### src/design/bsfb_pkg.sv
// ----------------------------------------------------------------------------
// Byte-stuffed frame builder package
// Shared word types, framing constants and the CRC-16 byte update.
// ----------------------------------------------------------------------------
package bsfb_pkg;

  localparam logic [7:0]  FLAG_BYTE = 8'h7E;
  localparam logic [7:0]  ESC_BYTE  = 8'h7D;
  localparam logic [7:0]  ESC_XOR   = 8'h20;
  localparam logic [15:0] CRC_INIT  = 16'hFFFF;
  localparam logic [15:0] CRC_POLY  = 16'h1021;

  localparam int unsigned FIFO_DEPTH = 4;
  localparam int unsigned FIFO_AW    = $clog2(FIFO_DEPTH);

  typedef struct packed {
    logic [7:0] data_byte;
    logic       payload_last;
  } bsfb_in_t;

  typedef struct packed {
    logic [7:0] line_byte;
    logic       run_last;
    logic       frame_done;
  } bsfb_out_t;

  // One classified input word as it travels from the front to the back.
  typedef struct packed {
    logic [7:0]  data_byte;
    logic        need_open;
    logic        last;
    logic [15:0] crc;
  } bsfb_cmd_t;

  // Queue status seen by both sides.
  typedef struct packed {
    logic full;
    logic empty;
  } bsfb_q_stat_t;

  // True for the two byte values that must be escaped on the line.
  function automatic logic is_special(input logic [7:0] b);
    return (b == FLAG_BYTE) || (b == ESC_BYTE);
  endfunction

  // CRC-16, polynomial 0x1021, MSB first, one byte.
  function automatic logic [15:0] crc_byte(input logic [15:0] crc, input logic [7:0] b);
    logic [15:0] c;
    c = crc ^ {b, 8'h00};
    for (int i = 0; i < 8; i++) begin
      if (c[15]) begin
        c = {c[14:0], 1'b0} ^ CRC_POLY;
      end else begin
        c = {c[14:0], 1'b0};
      end
    end
    return c;
  endfunction

endpackage

### src/design/bsfb_front.sv
// ----------------------------------------------------------------------------
// Byte-stuffed frame builder: front end
// Accepts payload words, tracks the open frame and the running CRC, and
// turns each word into a command for the back end.
// ----------------------------------------------------------------------------
module bsfb_front
  import bsfb_pkg::*;
(
  input  logic         clk,
  input  logic         rst_n,
  input  logic         in_push,
  input  bsfb_in_t     in_word,
  input  bsfb_q_stat_t q_stat,
  output logic         cmd_push,
  output bsfb_cmd_t    cmd
);

  logic        frame_open_r, frame_open_nxt;
  logic [15:0] crc_r, crc_nxt;
  logic [15:0] crc_upd;

  assign cmd_push = in_push && !q_stat.full;
  assign crc_upd  = crc_byte(crc_r, in_word.data_byte);

  always_comb begin
    cmd.data_byte  = in_word.data_byte;
    cmd.need_open  = !frame_open_r;
    cmd.last       = in_word.payload_last;
    cmd.crc        = crc_upd;
    frame_open_nxt = frame_open_r;
    crc_nxt        = crc_r;
    if (cmd_push) begin
      frame_open_nxt = !in_word.payload_last;
      crc_nxt        = in_word.payload_last ? CRC_INIT : crc_upd;
    end
  end

  always_ff @(posedge clk) begin
    if (!rst_n) begin
      frame_open_r <= 1'b0;
      crc_r        <= CRC_INIT;
    end else begin
      frame_open_r <= frame_open_nxt;
      crc_r        <= crc_nxt;
    end
  end

  // A closing word must leave the frame shut and the CRC restarted.
  a_close_restarts : assert property (@(posedge clk) disable iff (!rst_n)
    cmd_push && in_word.payload_last |=> !frame_open_r && (crc_r == CRC_INIT))
    else $error("frame state not restarted after last word");

endmodule

### src/design/bsfb_cmd_fifo.sv
// ----------------------------------------------------------------------------
// Byte-stuffed frame builder: command queue
// Short first-in first-out queue that decouples the front end from the back.
// ----------------------------------------------------------------------------
module bsfb_cmd_fifo
  import bsfb_pkg::*;
(
  input  logic         clk,
  input  logic         rst_n,
  input  logic         push,
  input  bsfb_cmd_t    push_cmd,
  input  logic         pop,
  output bsfb_cmd_t    head_cmd,
  output bsfb_q_stat_t stat
);

  bsfb_cmd_t          mem [FIFO_DEPTH];
  logic [FIFO_AW-1:0] wr_ptr_r, rd_ptr_r;
  logic [FIFO_AW:0]   count_r;

  assign stat.full  = (count_r == (FIFO_AW+1)'(FIFO_DEPTH));
  assign stat.empty = (count_r == '0);
  assign head_cmd   = mem[rd_ptr_r];

  always_ff @(posedge clk) begin
    if (push) begin
      mem[wr_ptr_r] <= push_cmd;
    end
  end

  always_ff @(posedge clk) begin
    if (!rst_n) begin
      wr_ptr_r <= '0;
      rd_ptr_r <= '0;
      count_r  <= '0;
    end else begin
      if (push) begin
        wr_ptr_r <= wr_ptr_r + 1'b1;
      end
      if (pop) begin
        rd_ptr_r <= rd_ptr_r + 1'b1;
      end
      case ({push, pop})
        2'b10:   count_r <= count_r + 1'b1;
        2'b01:   count_r <= count_r - 1'b1;
        default: count_r <= count_r;
      endcase
    end
  end

  a_no_overflow : assert property (@(posedge clk) disable iff (!rst_n)
    push |-> !stat.full)
    else $error("command queue written while full");

  a_no_underflow : assert property (@(posedge clk) disable iff (!rst_n)
    pop |-> !stat.empty)
    else $error("command queue read while empty");

endmodule

### src/design/bsfb_back.sv
// ----------------------------------------------------------------------------
// Byte-stuffed frame builder: back end
// Walks each command through its line bytes into the output register, one
// byte per cycle while the register is empty or being popped.
// ----------------------------------------------------------------------------
module bsfb_back
  import bsfb_pkg::*;
(
  input  logic         clk,
  input  logic         rst_n,
  input  bsfb_cmd_t    head_cmd,
  input  bsfb_q_stat_t q_stat,
  output logic         cmd_pop,
  input  logic         out_pop,
  output logic         out_empty,
  output bsfb_out_t    out_word
);

  typedef enum logic [3:0] {
    PH_START,
    PH_OPEN,
    PH_DATA,
    PH_DATA_ESC,
    PH_CRCH,
    PH_CRCH_ESC,
    PH_CRCL,
    PH_CRCL_ESC,
    PH_CLOSE
  } phase_t;

  phase_t    phase_r, phase_nxt, phase_cur;
  logic      out_valid_r;
  bsfb_out_t out_word_r;
  bsfb_out_t byte_nxt;
  logic      step_en;
  logic      cmd_done;
  logic      last_of_data;

  assign step_en   = !q_stat.empty && (!out_valid_r || out_pop);
  assign cmd_pop   = step_en && cmd_done;
  assign out_empty = !out_valid_r;
  assign out_word  = out_word_r;

  always_comb begin
    if (phase_r == PH_START) begin
      phase_cur = head_cmd.need_open ? PH_OPEN : PH_DATA;
    end else begin
      phase_cur = phase_r;
    end
    last_of_data        = !head_cmd.last;
    byte_nxt.line_byte  = FLAG_BYTE;
    byte_nxt.run_last   = 1'b0;
    byte_nxt.frame_done = 1'b0;
    phase_nxt           = phase_cur;
    cmd_done            = 1'b0;
    case (phase_cur)
      PH_OPEN: begin
        phase_nxt = PH_DATA;
      end
      PH_DATA: begin
        if (is_special(head_cmd.data_byte)) begin
          byte_nxt.line_byte = ESC_BYTE;
          phase_nxt          = PH_DATA_ESC;
        end else begin
          byte_nxt.line_byte = head_cmd.data_byte;
          byte_nxt.run_last  = last_of_data;
          cmd_done           = last_of_data;
          phase_nxt          = PH_CRCH;
        end
      end
      PH_DATA_ESC: begin
        byte_nxt.line_byte = head_cmd.data_byte ^ ESC_XOR;
        byte_nxt.run_last  = last_of_data;
        cmd_done           = last_of_data;
        phase_nxt          = PH_CRCH;
      end
      PH_CRCH: begin
        if (is_special(head_cmd.crc[15:8])) begin
          byte_nxt.line_byte = ESC_BYTE;
          phase_nxt          = PH_CRCH_ESC;
        end else begin
          byte_nxt.line_byte = head_cmd.crc[15:8];
          phase_nxt          = PH_CRCL;
        end
      end
      PH_CRCH_ESC: begin
        byte_nxt.line_byte = head_cmd.crc[15:8] ^ ESC_XOR;
        phase_nxt          = PH_CRCL;
      end
      PH_CRCL: begin
        if (is_special(head_cmd.crc[7:0])) begin
          byte_nxt.line_byte = ESC_BYTE;
          phase_nxt          = PH_CRCL_ESC;
        end else begin
          byte_nxt.line_byte = head_cmd.crc[7:0];
          phase_nxt          = PH_CLOSE;
        end
      end
      PH_CRCL_ESC: begin
        byte_nxt.line_byte = head_cmd.crc[7:0] ^ ESC_XOR;
        phase_nxt          = PH_CLOSE;
      end
      PH_CLOSE: begin
        byte_nxt.run_last   = 1'b1;
        byte_nxt.frame_done = 1'b1;
        cmd_done            = 1'b1;
      end
      default: begin
        phase_nxt = PH_START;
      end
    endcase
  end

  always_ff @(posedge clk) begin
    if (!rst_n) begin
      phase_r     <= PH_START;
      out_valid_r <= 1'b0;
    end else if (step_en) begin
      out_word_r  <= byte_nxt;
      out_valid_r <= 1'b1;
      phase_r     <= cmd_done ? PH_START : phase_nxt;
    end else if (out_pop) begin
      out_valid_r <= 1'b0;
    end
  end

  // Mid-command phases only exist while their command is still queued.
  a_phase_has_cmd : assert property (@(posedge clk) disable iff (!rst_n)
    (phase_r != PH_START) |-> !q_stat.empty)
    else $error("back end mid-command with an empty queue");

  a_close_ends_run : assert property (@(posedge clk) disable iff (!rst_n)
    out_valid_r && out_word_r.frame_done |-> out_word_r.run_last
      && (out_word_r.line_byte == FLAG_BYTE))
    else $error("closing flag not marked as end of run");

endmodule

### src/design/byte_stuffed_frame_builder_unit.sv
// ----------------------------------------------------------------------------
// Byte-stuffed frame builder
// HDLC-style asynchronous framer with byte stuffing and CRC-16 trailer.
// ----------------------------------------------------------------------------
// Payload words go in on the in_ queue side, one raw byte each with a
// last-byte marker; framed line bytes come out on the out_ queue side, one
// per cycle at most. The first word of a frame is preceded by an opening
// flag 0x7E. Every data byte equal to 0x7E or 0x7D is sent as 0x7D followed
// by the byte XOR 0x20. After the last byte the CRC-16 (polynomial 0x1021,
// preset 0xFFFF, MSB first, no reflection, no final XOR) over the raw
// payload follows, high byte then low byte, each escaped in the same way,
// and then a closing flag, which carries frame_done. run_last marks the
// final line byte produced by each input word. Timing: the front end takes
// one input word per cycle while its four-word command queue has room; the
// back end produces one line byte per cycle into the output register while
// a command is queued and the register is empty or being popped. Each input
// word yields one line byte for a plain mid-frame byte, two when escaped or
// frame-opening, and up to eight for an escaped single-byte frame. With an
// output that is popped every cycle the sustained rate is therefore set by
// the back end's one-byte-per-cycle sequencer. A word is first written into
// the command queue and its first line byte is then loaded into the output
// register, and only then can out_empty fall.
module byte_stuffed_frame_builder_unit
  import bsfb_pkg::*;
(
  input  logic      clk,
  input  logic      rst_n,
  input  logic      in_push,
  output logic      in_full,
  input  bsfb_in_t  in_data,
  output logic      out_empty,
  input  logic      out_pop,
  output bsfb_out_t out_data
);

  bsfb_q_stat_t q_stat;
  bsfb_cmd_t    push_cmd;
  bsfb_cmd_t    head_cmd;
  logic         cmd_push;
  logic         cmd_pop;

  // The queue's fill state is the only backpressure the input side sees.
  assign in_full = q_stat.full;

  bsfb_front u_front (
    .clk      (clk),
    .rst_n    (rst_n),
    .in_push  (in_push),
    .in_word  (in_data),
    .q_stat   (q_stat),
    .cmd_push (cmd_push),
    .cmd      (push_cmd)
  );

  bsfb_cmd_fifo u_fifo (
    .clk      (clk),
    .rst_n    (rst_n),
    .push     (cmd_push),
    .push_cmd (push_cmd),
    .pop      (cmd_pop),
    .head_cmd (head_cmd),
    .stat     (q_stat)
  );

  bsfb_back u_back (
    .clk       (clk),
    .rst_n     (rst_n),
    .head_cmd  (head_cmd),
    .q_stat    (q_stat),
    .cmd_pop   (cmd_pop),
    .out_pop   (out_pop),
    .out_empty (out_empty),
    .out_word  (out_data)
  );

endmodule
### config.mk
export PLATFORM = sky130hd
export DESIGN_NAME = byte_stuffed_frame_builder_unit
export DESIGN_NICKNAME = d
export VERILOG_FILES = /design/src/design/bsfb_pkg.sv /design/src/design/bsfb_front.sv /design/src/design/bsfb_cmd_fifo.sv /design/src/design/bsfb_back.sv /design/src/design/byte_stuffed_frame_builder_unit.sv
export SDC_FILE = /design/constraint.sdc
export NUM_CORES = 1
export LEC_CHECK = 0
export ABC_AREA = 1
export BUFFER_PORTS_ARGS = -buffer_cell sky130_fd_sc_hd__buf_2
export CORE_ASPECT_RATIO = 0.9
export CORE_UTILIZATION = 50
export CTS_BUF_LIST = sky130_fd_sc_hd__clkbuf_8
export CTS_CLUSTER_DIAMETER = 60
export CTS_CLUSTER_SIZE = 14
export DETAILED_ROUTE_END_ITERATION = 12
export PLACE_DENSITY_LB_ADDON = 0.12
export REMOVE_ABC_BUFFERS = 1
export SETUP_SLACK_MARGIN = 0.3
export SYNTH_ARGS = -nofsm -noshare
export SYNTH_HDL_FRONTEND = slang
export SYNTH_SLANG_ARGS = --single-unit
### constraint.sdc
create_clock -name clk -period 6.1 [get_ports clk]
set_input_delay 0.305 -clock clk [delete_from_list [all_inputs] [get_ports clk]]
set_output_delay 0.305 -clock clk [all_outputs]
set_load 0.005 [all_outputs]
# After elaboration in Yosys (flattened, before gate mapping)
# Memories as Yosys holds them, arrays and structs flattened. A register that Yosys moved wholly into a read port is not among the register bits.
# Index checks and enable logic that the tools add are counted.
# Widths: inputs -> output; s select.
# op_classes
n_eq_ne	17
bitwise_logic	12
n_reduce_logical	18
n_mux	30
addsub	4
# ops
operator	count
$mux 13	8
$eq 8x7->1 const B	6
$pmux 8 s6	1
$pmux 4 s8	1
$mux 8	3
$not 3->3	8
$eq 4x3->1 const B	4
$mux 16	1
$xor 16x16->16	1
$mux 4	3
$eq 4x2->1 const B	2
$mux 2	4
$logic_not 1->1	6
$mux 1	6
$pmux 3 s2	1
$add 2x1->2 const B	2
$eq 4x1->1 const B	1
$eq 4x4->1 const B	1
$logic_not 4->1	1
$logic_or 1x1->1	4
$reduce_bool 2->1	2
$add 3x1->3 const B	1
$eq 3x3->1 const B	1
$logic_and 1x1->1	3
other kinds (8)	10
# totals
word_cells	92
ff_bits	39
mem_bits_rw	104
mem_count	1
inputBits	13
out_inout_bits	12
# mem_list
memory	depth	width	read_ports	rd_clocked_by_memory_dff	wr	line	text
u_fifo.mem	4	26	1	1	1	bsfb_cmd_fifo.sv:17	bsfb_cmd_t mem [FIFO_DEPTH];

# Logic depth before layout (Yosys ltp)
# logic_depth
word_depth	18
ltp_mapped	18
mapped_depth_nobuf	17

# By module
# A second synthesis with hierarchy kept.
# hier_totals
cells_unflattened	651
hier_area_um2	6537.5
# modules_own_cells
mod	n_inst	seq_area_each_um2	area_per_inst_um2	cells_per_inst
bsfb_cmd_fifo	1	3303.2	4287.9	308
bsfb_front	1	340.3	1218.7	190
bsfb_back	1	400.4	1031.0	153

# Worst setup path after synthesis
# Ideal clock, no wire load.
# synth_path
path_type	register to register
start	register (tool-made name)
end	register u_fifo.count_r[2]
path_slack_ns	3.671
setup_ns	0.122
t_arrival_ns	2.307
path_stages_with_launch	19
required_ns	5.978
path_buffers	2
synth_period_minus_slack_ns	2.429
cell_sequence	dfxtp_1 > buf_6 > inv_6 > buf_6 > nand2_1 > nand3_1 > nand2_1 > nand2_2 > nand3_2 > inv_2 > nand3_2 > a21oi_2 > ha_1 > inv_1 > fa_1 > a21oi_1 > o21ai_0 > o21ai_0 > a21oi_1
# synth_lines
element	line	text
end signal: assignment	bsfb_cmd_fifo.sv:44	2'b10: count_r <= count_r + 1'b1;
end signal: assignment	bsfb_cmd_fifo.sv:45	2'b01: count_r <= count_r - 1'b1;
end signal: assignment	bsfb_cmd_fifo.sv:46	default: count_r <= count_r;
end: declaration	bsfb_cmd_fifo.sv:19	logic [FIFO_AW:0] count_r;

==> results.toml <==
[grt]
grt_use_met3 = 0.0615
grt.total_usage = 0.226
grtUsageMet2 = 0.349
grt_overflow = 0
grt_antenna_before_repair = 0
grt_most_used_layer = "met2"
grt_pass1_wl_um = 22700
use_met1 = 0.293
grt_max_degree = 55
grt_pass1_vias = 4520

[yosys]
yosysTopAreaCellShare = 0.523
ys_ff_latch = 145
synth_seq_area_share = 0.618
netlist_top_cells_area = "edfxtp_1 (52%), nand2_1 (13%), dfxtp_1 (9.5%)"
ys.warnings.count = 0
syn_avg_cell_area_um2 = 9.78
syn-cell-area_um2 = 6540
ys_types = 35
yosysTopAreaCell = "edfxtp_1"
syn_inst = 669

[timing]
min_period_ps = 3440
period_share = 0.564
final_max_slew_viol_count = 0
slew_headroom = 0.476
max_freq_mhz = 290
setup_violations = 0
hold_violations = 0
clock_skew_ps = 11.6
rsz0062_at_grt = "false"
worst_pin_slew_ps = 784
tns_ps = 0

[routing]
via_per_inst = 5.27
dr.pass1.iters = 8
drtIter0Drc = 334
vias = 4587
drt-wirelength-per-cell_um = 15.8
totalWireLength_um = 13800
final_antenna_net_count = 0
drc = 0

[clock_network]
hold_buffers = 0
tritoncts = "built"
cts_root_buf = "clkbuf_8"
numCtsBuffers = 17
cts_sinks = 145
h-tree-depth = 4
post-cts-setup-buffer-count = 0
clk_pin_slew_worst_paths_ps = 80
worstSkewPairLatency_ps = 450
ctsResizeCount = 0
clockBufferDepth = 2

[min_path]
hold_start = "in_data[3]"
hold_class = "input pin to flip-flop"

[layout]
area_growth_pct = 9.45
drive_gt1_frac = 0.116
multi_input_area_um2 = 2100
final_nets = 713
fillerInstances = 1101
regArea_um2 = 4050
diodes = 0

[worst_setup_path]
startpoint_type = "flip-flop"
cp.required_ps = 6430
crit_path_end_kind = "flip-flop"
path_class = "flip-flop to flip-flop"
max_stage_delay_ps = 680
arrival_ps = 3770
r2r_slack_ps = 2660
worstPathCellList = "buf_4 > inv_6 > nand2_1 > nand2_1 > nand2_1 > nand2_1 > nand2_1 > nand2_1 > nand3_2 > nand3_2 > a21oi_2 > ha_1 > inv_1 > fa_1 > a21oi_1 > o21ai_0 > o21ai_0 > a21oi_1"
cp_common_cell = "nand2_1"
crit_fanout = 54
cp_slowest_cell = "dfxtp_2"

[floorplan]
die_area_um2 = 13500
rows = 39
fp.dieW_um = 123
io_pins = 25
start_util = 0.514
die_h_um = 111
coreArea_um2 = 12700

[pwr]
peakVddDrop_uv = 216
p_per_area_nw_per_um2 = 410
p_leak_uw = 0.00292
p_total_uw = 2930

[run_status]
status = "completed"

[place]
place_congestion = 0.938
hpwl_um = 9200
numPortBuffers = 24

[flow_run]
cap_viol_max_count = 0
[power by group]
| group | switching, uW | total [uW] | internal (uW) |
|---|---|---|---|
| clock | 342 | 761 | 420 |
| sequential | 64.6 | 1330 | 1260 |
| combinational | 592 | 843 | 251 |
[cells in the mapped netlist]
| cell | n |
|---|---|
| o22ai_1 | 21 |
| nor2_4 | 1 |
| buf_4 | 9 |
| edfxtp_1 | 114 |
| o2111ai_1 | 1 |
| xor2_1 | 7 |
| buf_6 | 5 |
| a21oi_1 | 19 |
| a31oi_1 | 1 |
| o21ai_1 | 4 |
| o22a_1 | 1 |
| a21oi_2 | 2 |
| nand2_1 | 234 |
| or2_1 | 1 |
| nor2_2 | 1 |
| fa_1 | 1 |
| nand3_2 | 3 |
| inv_2 | 4 |
| xnor2_1 | 16 |
| nand3_1 | 56 |
| nor3_1 | 3 |
| nor3_2 | 1 |
| buf_2 | 7 |
| dfxtp_1 | 31 |
| clkbuf_1 | 3 |
| xor2_2 | 1 |
| o31ai_1 | 1 |
| o211ai_1 | 1 |
| nor2_1 | 39 |
| nand4_1 | 4 |
| nand2_2 | 5 |
| o21ai_0 | 9 |
| inv_1 | 57 |
| inv_6 | 1 |
| ha_1 | 5 |
[critical path: cells and delay by family, from the launching register on]
family	cells	cell delay, ps
AO/OA/AOI/OAI	5	660
adder cells (fa/ha/maj)	2	590
buffers and inverters	3	670
flip-flops	1	680
AND/OR/NAND/NOR	8	670
[cells by family (layout without fill, tap and decap cells)]
logic type	after synthesis	count (layout)	synth area share
AND/OR/NAND/NOR	348	348	0.220
flip-flops	145	145	0.618
buffers and inverters	86	124	0.0624
AO/OA/AOI/OAI	60	60	0.0532
XOR/XNOR	24	24	0.0333
adder cells (fa/ha/maj)	6	6	0.0126
[metrics by stage]
stage               area [um^2]  cells  hold WS [ps]  utilization  setup WS, ps
floorplan                  6370    645           374            -          2710
global placement           6750    839           463        0.530          2850
detailed placement         6750    839           459        0.530          2710
CTS                        7160    871          94.2        0.562          2700
global route               7160    871          91.5        0.562          2360
finish                     7160    871           110        0.562          2660
[worst paths after layout]
path	end	depth (start not counted)
hold reg to reg	u_front.frame_open_r	2
hold / removal	u_fifo.mem[1][20]	1
setup reg to reg	u_fifo.count_r[2]	18
setup / recovery	u_fifo.count_r[2]	18
[routing by layer]
metal	vias up	wire length [um]
li1	2277	-
met1	2166	6290
met2	115	6480
met3	29	711
met4	0	316
met5	-	0
[final cells by class]
cell class              count  area share
clock buffers              19      0.0365
repair buffers             30      0.0231
clock inverters            13      0.0203
inverters                  62      0.0332
multi-input cells         438       0.293
flip-flops and latches    145       0.565
well taps                 164      0.0287
[cells in the final DEF, fill, tap and decap left out, types with 5 or more instances in the layout]
cell,Yosys,final
nand2_2,5,5
ha_1,5,5
nor2_2,1,5
buf_2,7,24
o22ai_1,21,21
nand3_1,56,56
buf_4,9,6
o21ai_0,9,9
edfxtp_1,114,114
clkbuf_8,0,19
xnor2_1,16,16
inv_1,57,60
nor2_1,39,35
a21oi_1,19,19
nand2_1,234,234
dfxtp_1,31,30
xor2_1,7,7
[flip-flops by register name (all words and copies together) (netlist names), named ones only]
| name | count |
|---|---|
| u_front.crc_r | 16 |
| u_back.phase_r | 4 |
| u_fifo.rd_ptr_r | 2 |
| u_fifo.mem | 104 |
| u_back.out_word | 10 |
| u_fifo.count_r | 3 |
| u_front.frame_open_r | 1 |
| u_back.out_valid_r | 1 |
| u_fifo.wr_ptr_r | 2 |
No activity file was read; power rests on OpenSTA's default activity.
